## src/rrng_pkg.sv

```systemverilog
// Shared constants, state codes and control bundles of the ranged random number generator.
package rrng_pkg;

  localparam int unsigned ValueW  = 32;
  localparam int unsigned RangeW  = 16;
  localparam int unsigned StepW   = 9;
  localparam int unsigned InDataW = 64;

  localparam logic [ValueW-1:0] LcgMul    = 32'd1664525;
  localparam logic [ValueW-1:0] LcgAdd    = 32'd1013904223;
  localparam logic [ValueW-1:0] MtInitMul = 32'd1812433253;
  localparam logic [ValueW-1:0] MtMatrix  = 32'h9908B0DF;
  localparam logic [StepW-1:0]  MtShiftPos = 9'd397;

  typedef enum logic [6:0] {
    ST_IDLE   = 7'b0000001,
    ST_SEED   = 7'b0000010,
    ST_LCG    = 7'b0000100,
    ST_WALK   = 7'b0001000,
    ST_TEMPER = 7'b0010000,
    ST_SCALE  = 7'b0100000,
    ST_DONE   = 7'b1000000
  } state_e;

  typedef struct packed {
    logic load_in;
    logic mul_seed;
    logic lcg_step;
    logic walk_step;
    logic temper;
    logic scale;
    logic load_out;
  } cmd_t;

  typedef struct packed {
    logic twist;
    logic walk_last;
  } sts_t;

endpackage

```

## src/rrng_ctrl.sv

```systemverilog
// Controller state machine of the ranged random number generator.
module rrng_ctrl (
  input  logic          clk_i,
  input  logic          rst_ni,
  input  logic          s_axis_tvalid,
  output logic          s_axis_tready,
  output logic          m_axis_tvalid,
  input  logic          m_axis_tready,
  input  rrng_pkg::sts_t sts_i,
  output rrng_pkg::cmd_t cmd_o
);

  rrng_pkg::state_e state_q, state_d;
  logic             out_valid_q, out_valid_d;

  always_comb begin
    state_d = state_q;
    cmd_o   = '0;
    unique case (state_q)
      rrng_pkg::ST_IDLE: begin
        if (s_axis_tvalid) begin
          cmd_o.load_in = 1'b1;
          state_d       = rrng_pkg::ST_SEED;
        end
      end
      rrng_pkg::ST_SEED: begin
        cmd_o.mul_seed = 1'b1;
        state_d        = sts_i.twist ? rrng_pkg::ST_WALK : rrng_pkg::ST_LCG;
      end
      rrng_pkg::ST_LCG: begin
        cmd_o.lcg_step = 1'b1;
        state_d        = rrng_pkg::ST_SCALE;
      end
      rrng_pkg::ST_WALK: begin
        cmd_o.walk_step = 1'b1;
        if (sts_i.walk_last) begin
          state_d = rrng_pkg::ST_TEMPER;
        end
      end
      rrng_pkg::ST_TEMPER: begin
        cmd_o.temper = 1'b1;
        state_d      = rrng_pkg::ST_SCALE;
      end
      rrng_pkg::ST_SCALE: begin
        cmd_o.scale = 1'b1;
        state_d     = rrng_pkg::ST_DONE;
      end
      rrng_pkg::ST_DONE: begin
        // hold until the output register is free
        if (!out_valid_q || m_axis_tready) begin
          cmd_o.load_out = 1'b1;
          state_d        = rrng_pkg::ST_IDLE;
        end
      end
      default: begin
        state_d = rrng_pkg::ST_IDLE;
      end
    endcase
  end

  always_comb begin
    if (cmd_o.load_out) begin
      out_valid_d = 1'b1;
    end else if (m_axis_tready) begin
      out_valid_d = 1'b0;
    end else begin
      out_valid_d = out_valid_q;
    end
  end

  always_ff @(posedge clk_i or negedge rst_ni) begin
    if (!rst_ni) begin
      state_q     <= rrng_pkg::ST_IDLE;
      out_valid_q <= 1'b0;
    end else begin
      state_q     <= state_d;
      out_valid_q <= out_valid_d;
    end
  end

  assign s_axis_tready = (state_q == rrng_pkg::ST_IDLE);
  assign m_axis_tvalid = out_valid_q;

endmodule

```

## src/rrng_dp.sv

```systemverilog
// Datapath of the ranged random number generator: shared multiplier, seeding walk, scaling.
module rrng_dp (
  input  logic                          clk_i,
  input  logic                          rst_ni,
  input  logic                          cfg_we_i,
  input  logic [rrng_pkg::ValueW-1:0]   cfg_wdata_i,
  input  logic [rrng_pkg::InDataW-1:0]  in_data_i,
  input  logic                          in_twist_i,
  output logic [rrng_pkg::RangeW-1:0]   out_data_o,
  input  rrng_pkg::cmd_t                cmd_i,
  output rrng_pkg::sts_t                sts_o
);

  logic [rrng_pkg::ValueW-1:0] default_seed_q;
  logic [rrng_pkg::ValueW-1:0] last_q;
  logic [rrng_pkg::ValueW-1:0] seed_q;
  logic [rrng_pkg::ValueW-1:0] acc_q, acc_d;
  logic [rrng_pkg::ValueW-1:0] e0_q, e1_q;
  logic [rrng_pkg::StepW-1:0]  step_q;
  logic [rrng_pkg::RangeW-1:0] max_q, min_q;
  logic                        twist_q;
  logic [rrng_pkg::ValueW-1:0] scale_q;
  logic [rrng_pkg::RangeW-1:0] out_q;

  logic [rrng_pkg::ValueW-1:0]   mul_a, mul_b, mul_c;
  logic [2*rrng_pkg::ValueW-1:0] mul_full;
  logic [rrng_pkg::ValueW-1:0]   mul_res;
  logic [rrng_pkg::ValueW-1:0]   in_seed;
  logic [rrng_pkg::ValueW-1:0]   mix_y, twist_y, tempered;
  logic signed [rrng_pkg::RangeW:0]   span;
  logic signed [rrng_pkg::RangeW:0]   frac;
  logic signed [2*rrng_pkg::RangeW+1:0] scale_full;
  logic signed [rrng_pkg::ValueW-1:0] scale_shr;

  assign in_seed = in_data_i[63:32];

  // one shared 32-bit multiply-add, low word only
  always_comb begin
    mul_a = acc_q;
    mul_b = rrng_pkg::LcgMul;
    mul_c = rrng_pkg::LcgAdd;
    if (cmd_i.mul_seed) begin
      mul_a = last_q;
      mul_b = seed_q;
      mul_c = '0;
    end else if (cmd_i.walk_step) begin
      mul_a = acc_q ^ (acc_q >> 30);
      mul_b = rrng_pkg::MtInitMul;
      mul_c = {{(rrng_pkg::ValueW-rrng_pkg::StepW){1'b0}}, step_q};
    end
    mul_full = mul_a * mul_b;
    mul_res  = mul_full[rrng_pkg::ValueW-1:0] + mul_c;
  end

  // twist of entry 0 against entry 397, then tempering
  always_comb begin
    mix_y    = {e0_q[31], e1_q[30:0]};
    twist_y  = acc_q ^ (mix_y >> 1) ^ (mix_y[0] ? rrng_pkg::MtMatrix : '0);
    tempered = twist_y ^ (twist_y >> 11);
    tempered = tempered ^ ((tempered << 7) & 32'h9D2C5680);
    tempered = tempered ^ ((tempered << 15) & 32'hEFC60000);
    tempered = tempered ^ (tempered >> 18);
  end

  always_comb begin
    acc_d = acc_q;
    if (cmd_i.mul_seed || cmd_i.walk_step || cmd_i.lcg_step) begin
      acc_d = mul_res;
    end else if (cmd_i.temper) begin
      acc_d = tempered;
    end
  end

  assign span       = $signed({max_q[15], max_q}) - $signed({min_q[15], min_q});
  assign frac       = $signed({2'b00, acc_q[30:16]});
  assign scale_full = frac * span;
  // floor division by 2^15
  assign scale_shr  = $signed(scale_q) >>> 15;

  always_ff @(posedge clk_i or negedge rst_ni) begin
    if (!rst_ni) begin
      default_seed_q <= 32'd1;
      last_q         <= '0;
    end else begin
      if (cfg_we_i) begin
        default_seed_q <= cfg_wdata_i;
      end
      if (cmd_i.scale) begin
        last_q <= acc_q;
      end
    end
  end

  always_ff @(posedge clk_i) begin
    acc_q <= acc_d;
    if (cmd_i.load_in) begin
      max_q   <= in_data_i[15:0];
      min_q   <= in_data_i[31:16];
      seed_q  <= (in_seed == 32'd1) ? default_seed_q : in_seed;
      twist_q <= in_twist_i;
    end
    if (cmd_i.mul_seed) begin
      e0_q   <= mul_res;
      step_q <= {{(rrng_pkg::StepW-1){1'b0}}, 1'b1};
    end
    if (cmd_i.walk_step) begin
      step_q <= step_q + 1'b1;
      if (step_q == {{(rrng_pkg::StepW-1){1'b0}}, 1'b1}) begin
        e1_q <= mul_res;
      end
    end
    if (cmd_i.scale) begin
      scale_q <= scale_full[rrng_pkg::ValueW-1:0];
    end
    if (cmd_i.load_out) begin
      out_q <= scale_shr[rrng_pkg::RangeW-1:0] + min_q;
    end
  end

  assign sts_o.twist     = twist_q;
  assign sts_o.walk_last = (step_q == rrng_pkg::MtShiftPos);
  assign out_data_o      = out_q;

endmodule

```

## src/ranged_random_number_generator.sv

```systemverilog
// Top level of the ranged random number generator.
//
// Input stream: one transaction per request. tdata carries range_max, range_min
// and seed_factor; tuser carries use_twister. A seed_factor of 1 selects the
// default seed factor written through cfg_we_i / cfg_wdata_i while idle.
// Output stream: one transaction per request, tdata carries random_value.
// The request passes the states SEED, LCG, SCALE and DONE in linear
// congruential mode, or SEED, WALK, TEMPER, SCALE and DONE in twister mode.
// One request is in work at a time; the next is taken as soon as the result
// sits in the output register. The twister seeding walk runs 397 steps
// through the single shared 32-bit multiplier, one step a cycle, which makes
// twister mode the slower of the two modes.
// Reset clears the last value to zero and the default seed factor to one;
// no clearing pass is needed. When the receiver stalls, the result holds in
// the output register and the block finishes at most one more request, then
// waits with s_axis_tready low until the output register drains.
module ranged_random_number_generator (
  input  logic        clk_i,
  input  logic        rst_ni,
  input  logic        cfg_we_i,
  input  logic [31:0] cfg_wdata_i,
  input  logic        s_axis_tvalid,
  output logic        s_axis_tready,
  input  logic [63:0] s_axis_tdata,  // range_max[15:0], range_min[31:16], seed_factor[63:32]
  input  logic        s_axis_tuser,  // use_twister[0]
  output logic        m_axis_tvalid,
  input  logic        m_axis_tready,
  output logic [15:0] m_axis_tdata   // random_value[15:0]
);

  rrng_pkg::cmd_t cmd;
  rrng_pkg::sts_t sts;

  rrng_ctrl u_ctrl (
    .clk_i         (clk_i),
    .rst_ni        (rst_ni),
    .s_axis_tvalid (s_axis_tvalid),
    .s_axis_tready (s_axis_tready),
    .m_axis_tvalid (m_axis_tvalid),
    .m_axis_tready (m_axis_tready),
    .sts_i         (sts),
    .cmd_o         (cmd)
  );

  rrng_dp u_dp (
    .clk_i       (clk_i),
    .rst_ni      (rst_ni),
    .cfg_we_i    (cfg_we_i),
    .cfg_wdata_i (cfg_wdata_i),
    .in_data_i   (s_axis_tdata),
    .in_twist_i  (s_axis_tuser),
    .out_data_o  (m_axis_tdata),
    .cmd_i       (cmd),
    .sts_o       (sts)
  );

endmodule

```

## config.mk

```make
export PLATFORM = sky130hd
export DESIGN_NAME = ranged_random_number_generator
export DESIGN_NICKNAME = d
export VERILOG_FILES = /design/src/rrng_pkg.sv /design/src/rrng_ctrl.sv /design/src/rrng_dp.sv /design/src/ranged_random_number_generator.sv
export SDC_FILE = /design/constraint.sdc
export NUM_CORES = 2
export LEC_CHECK = 0
export BUFFER_PORTS_ARGS = -buffer_cell sky130_fd_sc_hd__buf_2
export CAP_MARGIN = 30
export CORE_MARGIN = 4
export CORE_UTILIZATION = 65
export CTS_BUF_LIST = sky130_fd_sc_hd__clkbuf_4 sky130_fd_sc_hd__clkbuf_8
export CTS_CLUSTER_SIZE = 14
export DETAILED_ROUTE_END_ITERATION = 12
export GPL_ROUTABILITY_DRIVEN = 1
export PLACE_DENSITY = 0.88
export SETUP_SLACK_MARGIN = 0.15
export SLEW_MARGIN = 0
export SYNTH_ARGS = -nofsm -noshare
export SYNTH_HDL_FRONTEND = slang
export SYNTH_SLANG_ARGS = --single-unit
export TNS_END_PERCENT = 20
```

## constraint.sdc

```tcl
create_clock -name clk_i -period 14.4 [get_ports clk_i]
set_input_delay 1.44 -clock clk_i [delete_from_list [all_inputs] [get_ports clk_i]]
set_output_delay 1.44 -clock clk_i [all_outputs]
set_load 0.01 [all_outputs]
```

# Word level (Yosys, flattened, before mapping)
# Cells that the tools add are included.
[classes]
reduce_logical = 10
n_mux = 28
bitwise = 7
n_eq_ne = 13
addsub = 4
multipliers = 2
[op_table]
columns = ["cell", "count"]
rows = [
  ["$mux 32", 7],
  ["$xor 32x32->32", 3],
  ["$mux 30", 2],
  ["$pmux 7 s6", 1],
  ["$add 32x30->32", 1],
  ["$eq 32x1->1 const B", 1],
  ["$mul 32x32->32", 1],
  ["$xor 32x14->32", 1],
  ["$xor 32x2->32", 1],
  ["$xor 32x21->32", 1],
  ["$xor 32x31->32", 1],
  ["$mul 16x17->31", 1],
  ["$mux 31", 1],
  ["$mux 7", 3],
  ["$mux 9", 2],
  ["$sub 16x16->17", 1],
  ["$add 16x16->16", 1],
  ["$mux 1", 11],
  ["$add 9x1->9 const B", 1],
  ["$eq 9x1->1 const B", 1],
  ["$eq 9x9->1 const B", 1],
  ["$eq 7x1->1 const B", 1],
  ["$eq 7x2->1 const B", 1],
  ["$eq 7x3->1 const B", 1],
  ["13 further kinds", 18],
]
[totals]
ff_bits = 288
wordCells = 78
out_inout_bits = 18

# Longest topological paths before layout
[depth]
word_depth = 8
depth_mapped = 37
depth_no_buf = 36

# By module
# Synthesis repeated with hierarchy kept, for this count alone.
[hier_totals]
cells_unflattened = 3949
hier_area_um2 = 38244.2
[modules_own_cells]
columns = ["mod", "n_inst", "cells_per_inst", "area_per_inst_um2"]
rows = [
  ["rrng_dp", 1, 3899, 37752.5],
  ["rrng_ctrl", 1, 50, 491.7],
]

# Worst setup path after synthesis
# No wires, ideal clock.
[synth_timing]
path_type = "register to register"
start = "register u_ctrl.state_q[5]"
end = "register u_dp.acc_q[29] (netlist bit), data pin"
stages_incl_launch_ff = 32
setup_slack_ps = 3993
n_path_buf = 2
arrival_ps = 10147
period_less_slack_ps = 10407
cell_sequence = "dfrtp_1 -> or3_4 -> buf_2 -> a211oi_1 -> o21ai_0 -> a21oi_1 -> clkbuf_1 -> nand2_1 -> fa_1 -> inv_1 -> fa_1 -> fa_1 -> inv_1 -> fa_1 -> inv_1 -> ha_1 -> ha_1 -> fa_1 -> inv_1 -> fa_1 -> inv_1 -> ha_1 -> nand3_1 -> nor2_1 -> a2111oi_0 -> o41ai_1 -> a221oi_1 -> o21a_1 -> a211o_1 -> nand3b_1 -> xor2_1 -> mux2_2"
[synth_between]
elab_chain_cells = 7
word_cells_on_any_way = 17
classes_between = "add/sub (1); mul (1); eq/ne (3); mux (10); reduce/logical (2)"
[synth_lines]
columns = ["item", "line", "source"]
rows = [
  ["start: declaration", "rrng_ctrl.sv:13", "rrng_pkg::state_e state_q, state_d;"],
  ["start signal: assignment", "rrng_ctrl.sv:73", "state_q <= rrng_pkg::ST_IDLE;"],
  ["start signal: assignment", "rrng_ctrl.sv:76", "state_q <= state_d;"],
  ["$eq 7x4->1", "rrng_ctrl.sv:19", "unique case (state_q)"],
  ["$mux 1", "rrng_ctrl.sv:19", ""],
  ["$mux 32 / $mux 31 (equally long branches)", "rrng_dp.sv:46", "end else if (cmd_i.walk_step) begin"],
  ["$mux 32", "rrng_dp.sv:42", "if (cmd_i.mul_seed) begin"],
  ["$mul 32x32->32", "rrng_dp.sv:51", "mul_full = mul_a * mul_b;"],
  ["$add 32x30->32 (*)", "rrng_dp.sv:52", "mul_res = mul_full[rrng_pkg::ValueW-1:0] + mul_c;"],
  ["named net u_dp.mul_res (one bit)", "rrng_dp.sv:27", "logic [rrng_pkg::ValueW-1:0] mul_res;"],
  ["$mux 32 (*)", "rrng_dp.sv:67", "if (cmd_i.mul_seed || cmd_i.walk_step || cmd_i.lcg_step) begin"],
  ["named net u_dp.acc_d (one bit)", "rrng_dp.sv:17", "logic [rrng_pkg::ValueW-1:0] acc_q, acc_d;"],
  ["end signal: assignment", "rrng_dp.sv:95", "acc_q <= acc_d;"],
  ["end: declaration", "rrng_dp.sv:17", ""],
]
# The timed path passes the listed nets; every way through them passes the cells marked *.
# A chain may end at the register's enable or synchronous reset.

# Final worst setup path
[layout_timing]
start = "register u_dp.min_q[1] (netlist bit)"
end = "register u_dp.scale_q[30] (netlist bit), data pin"
[layout_between]
elab_chain_cells = 2
[layout_lines]
columns = ["item", "line", "source"]
rows = [
  ["start: declaration", "rrng_dp.sv:20", "logic [rrng_pkg::RangeW-1:0] max_q, min_q;"],
  ["start signal: assignment", "rrng_dp.sv:98", "min_q <= in_data_i[31:16];"],
  ["$sub 16x16->17", "rrng_dp.sv:74", "assign span = $signed({max_q[15], max_q}) - $signed({min_q[15], min_q});"],
  ["$mul 16x17->31", "rrng_dp.sv:76", "assign scale_full = frac * span;"],
  ["named net u_dp.scale_full (one bit)", "rrng_dp.sv:32", "logic signed [2*rrng_pkg::RangeW+1:0] scale_full;"],
  ["end signal: assignment", "rrng_dp.sv:113", "scale_q <= scale_full[rrng_pkg::ValueW-1:0];"],
  ["end: declaration", "rrng_dp.sv:22", "logic [rrng_pkg::ValueW-1:0] scale_q;"],
]
# The timed path passes the listed nets, and every way through them passes these cells.

==> out/summary.txt <==
Status = completed
Clock root cell = clkbuf_8
Synth cell count leaders = inv_1, fa_1, nand2_1
Post-Syn Area = 37300 um^2
CTS Hold Bufs = 0
Dominant cells by area after synthesis = fa_1, edfxtp_1, ha_1, inv_1, nand2_1
Core area = 56600 um^2
Starting density of the core = 65.8%
Slew Viols, Final = 0
Drc violations = 0
DR iter-0 viols = 3112
Worst slew pin tran = 1.13 ns
Syn. warnings = 0
Layout cell share with drive strength beyond 1 = 9.03%
Mean area per synthesized cell = 9.56 um^2
Antenna violations before repair = 2
Num CTS Buffers = 43
Via/cell ratio = 5.93
Setup Skew = 0.0373 ns
Routing usage on met2 = 54.8%
Setup_tns = 0 ns
Leading area contributor after synthesis = fa_1
Yosys reg bits = 242
GR Overflow Total = 0
CTS tree = built
Dominant register cell in the synthesized netlist = edfxtp_1
Global-route met1 utilization = 46.5%
Crit start category = flip-flop
Worst skew pair latency = 0.64 ns
Largest net degree at the start of global routing = 75
Max Fclk = 0.0963 GHz
1st-pass router iterations = 7
Cell mode on critical path = fa_1
Worst slew margin = 22.2%
Asr flop ratio synth = 29.8%
Number of synthesized flops with an enable pin = 170
HP Class = reg -> reg
Final setup fails = 0
Share of the synthesized area in the top cell type = 36.4%
Final HPWL DP = 82100 um
Post-synthesis cell type count = 84
Die width = 247 um
Routability Congestion = 1.03
Post-synthesis net count = 4920
Met3 Use GR = 10.1%
Max incr delay on CP = 0.62 ns
Crit path max-delay cell type = a2111oi_0
Layout Nets = 5006
Final ANT Viol Nets = 0
Clock Tree Buf Depth = 3
CP Data Required Time = 14.75 ns
# Max-Cap Violations = 0
Max Fanout on Critical Path = 13
GRT Overall Usage = 35.3%
Final critical-path share of the clock period = 72.1%
Chip height = 247 um
Count leader, synth = inv_1
Post-synthesis sequential area ratio = 18.5%
IO Count = 120
Die area = 61200 um^2
Vias = 28300
Number of H-tree levels = 2
CTS clock-pin slew for the worst setup and hold paths = 0.06 ns
Filler Cells Inserted = 4012
Post-Route WL = 105000 um
First-pass GRT wire length = 166000 um
Vias in the first global route = 30300
Synth Instances = 3899
Fin crit period = 10.38 ns
Number of port buffers = 119
Setup repair bufs after CTS = 0
Site row count = 87
DR WL/cell = 21.9 um
P&R area growth vs syn = 6.85%
Final Hold Viols = 0
CP Class = reg -> reg
RSZ-0062 raised after global routing = false
Sink Count = 242
Post-CTS Resized = 0
Crit. End Element = flip-flop
Worst Path Arrival = 10.74 ns
GR peak layer = met2
## path summary, 6_finish.rpt
path / depth (start not counted) / start / endpoint / slack (ns)
worst min register to register: 1 / u_dp.twist_q / u_ctrl.state_q[2] / 0.47
worst max register to register: 32 / u_dp.min_q[1] / u_dp.scale_q[30] / 4.02
max in group asynchronous: 2 / rst_ni / u_dp.default_seed_q[0] / 13.03
min in group asynchronous: 1 / rst_ni / u_dp.default_seed_q[23] / 0.70
worst max-delay path: 32 / u_dp.min_q[1] / u_dp.scale_q[30] / 4.02
worst min-delay path: 1 / u_dp.twist_q / u_ctrl.state_q[2] / 0.47
## stage by stage
stage	hold WS, ns	setup WS [ns]	area [um^2]	util, %	cells
after floorplan	0.405	3.99	37300	-	3899
after global placement	0.467	4.74	38800	68.5	4687
after detailed placement	0.442	4.42	38900	68.7	4694
after CTS	0.457	4.28	39800	70.3	4774
after global routing	0.483	3.49	39800	70.3	4776
final	0.465	4.02	39800	70.3	4779
## registers in the layout (all words and copies together) (netlist names)
signal and cells:
u_dp.last_q 32, u_dp.acc_q 32, u_dp.max_q 16, u_dp.step_q 9, u_ctrl.m_axis_tvalid 1, u_dp.out_data_o 16, u_dp.min_q 16, u_dp.e1_q 31
u_dp.default_seed_q 32, u_dp.twist_q 1, u_dp.scale_q 16, u_dp.e0_q 1, u_ctrl.state_q 7, u_dp.seed_q 32
## cell type report
cell class	count	area [um^2]	area share, %
sequential	242	6910	17.4
clock buffer	58	736	1.85
inverter	796	2990	7.51
clock inverter	22	176	0.443
tap	756	946	2.38
timing repair buffer	195	1220	3.08
antenna	3	7.51	0.0189
multi-input combinational	2707	26800	67.4
## layer usage
metal	part of all wire [%]	up-vias
li1	-	12100
met1	36	14100
met5	0	-
met4	5.7	0
met3	13	396
met2	46	1799
## critical path: cells and delay by family (launching register included)
family / cells / cell delay, ns
flops: 1 / 0.44
compound gates: 16 / 4.53
xor+xnor: 1 / 0.13
fa+ha+maj: 8 / 3.52
simple gates: 4 / 1.25
buf+inv: 3 / 0.23
## kinds of logic after synthesis
group | Yosys count | synth area share (%)
DFF | 242 | 18.5
adders and majority gates | 919 | 44.5
and+or+nand+nor | 1197 | 14.5
buffers and inverters | 950 | 9.68
muxes | 68 | 2.03
xor gates and xnor gates | 238 | 5.80
AOI/OAI and AO/OA | 285 | 4.94
## layout by cell type (no fill, tap or decap), types with 54 or more instances in the layout
master	instances
dfrtp_1	70
buf_2	119
nand2_1	533
buf_4	70
edfxtp_1	170
and2_1	147
o21ai_0	58
inv_1	794
nor2_1	303
fa_1	678
a21oi_1	73
ha_1	241
xnor2_1	174
xor2_1	54
nand3_1	61
Power is not shown: default switching activity piles up to over one toggle a cycle in this logic, so the estimate is an artifact.
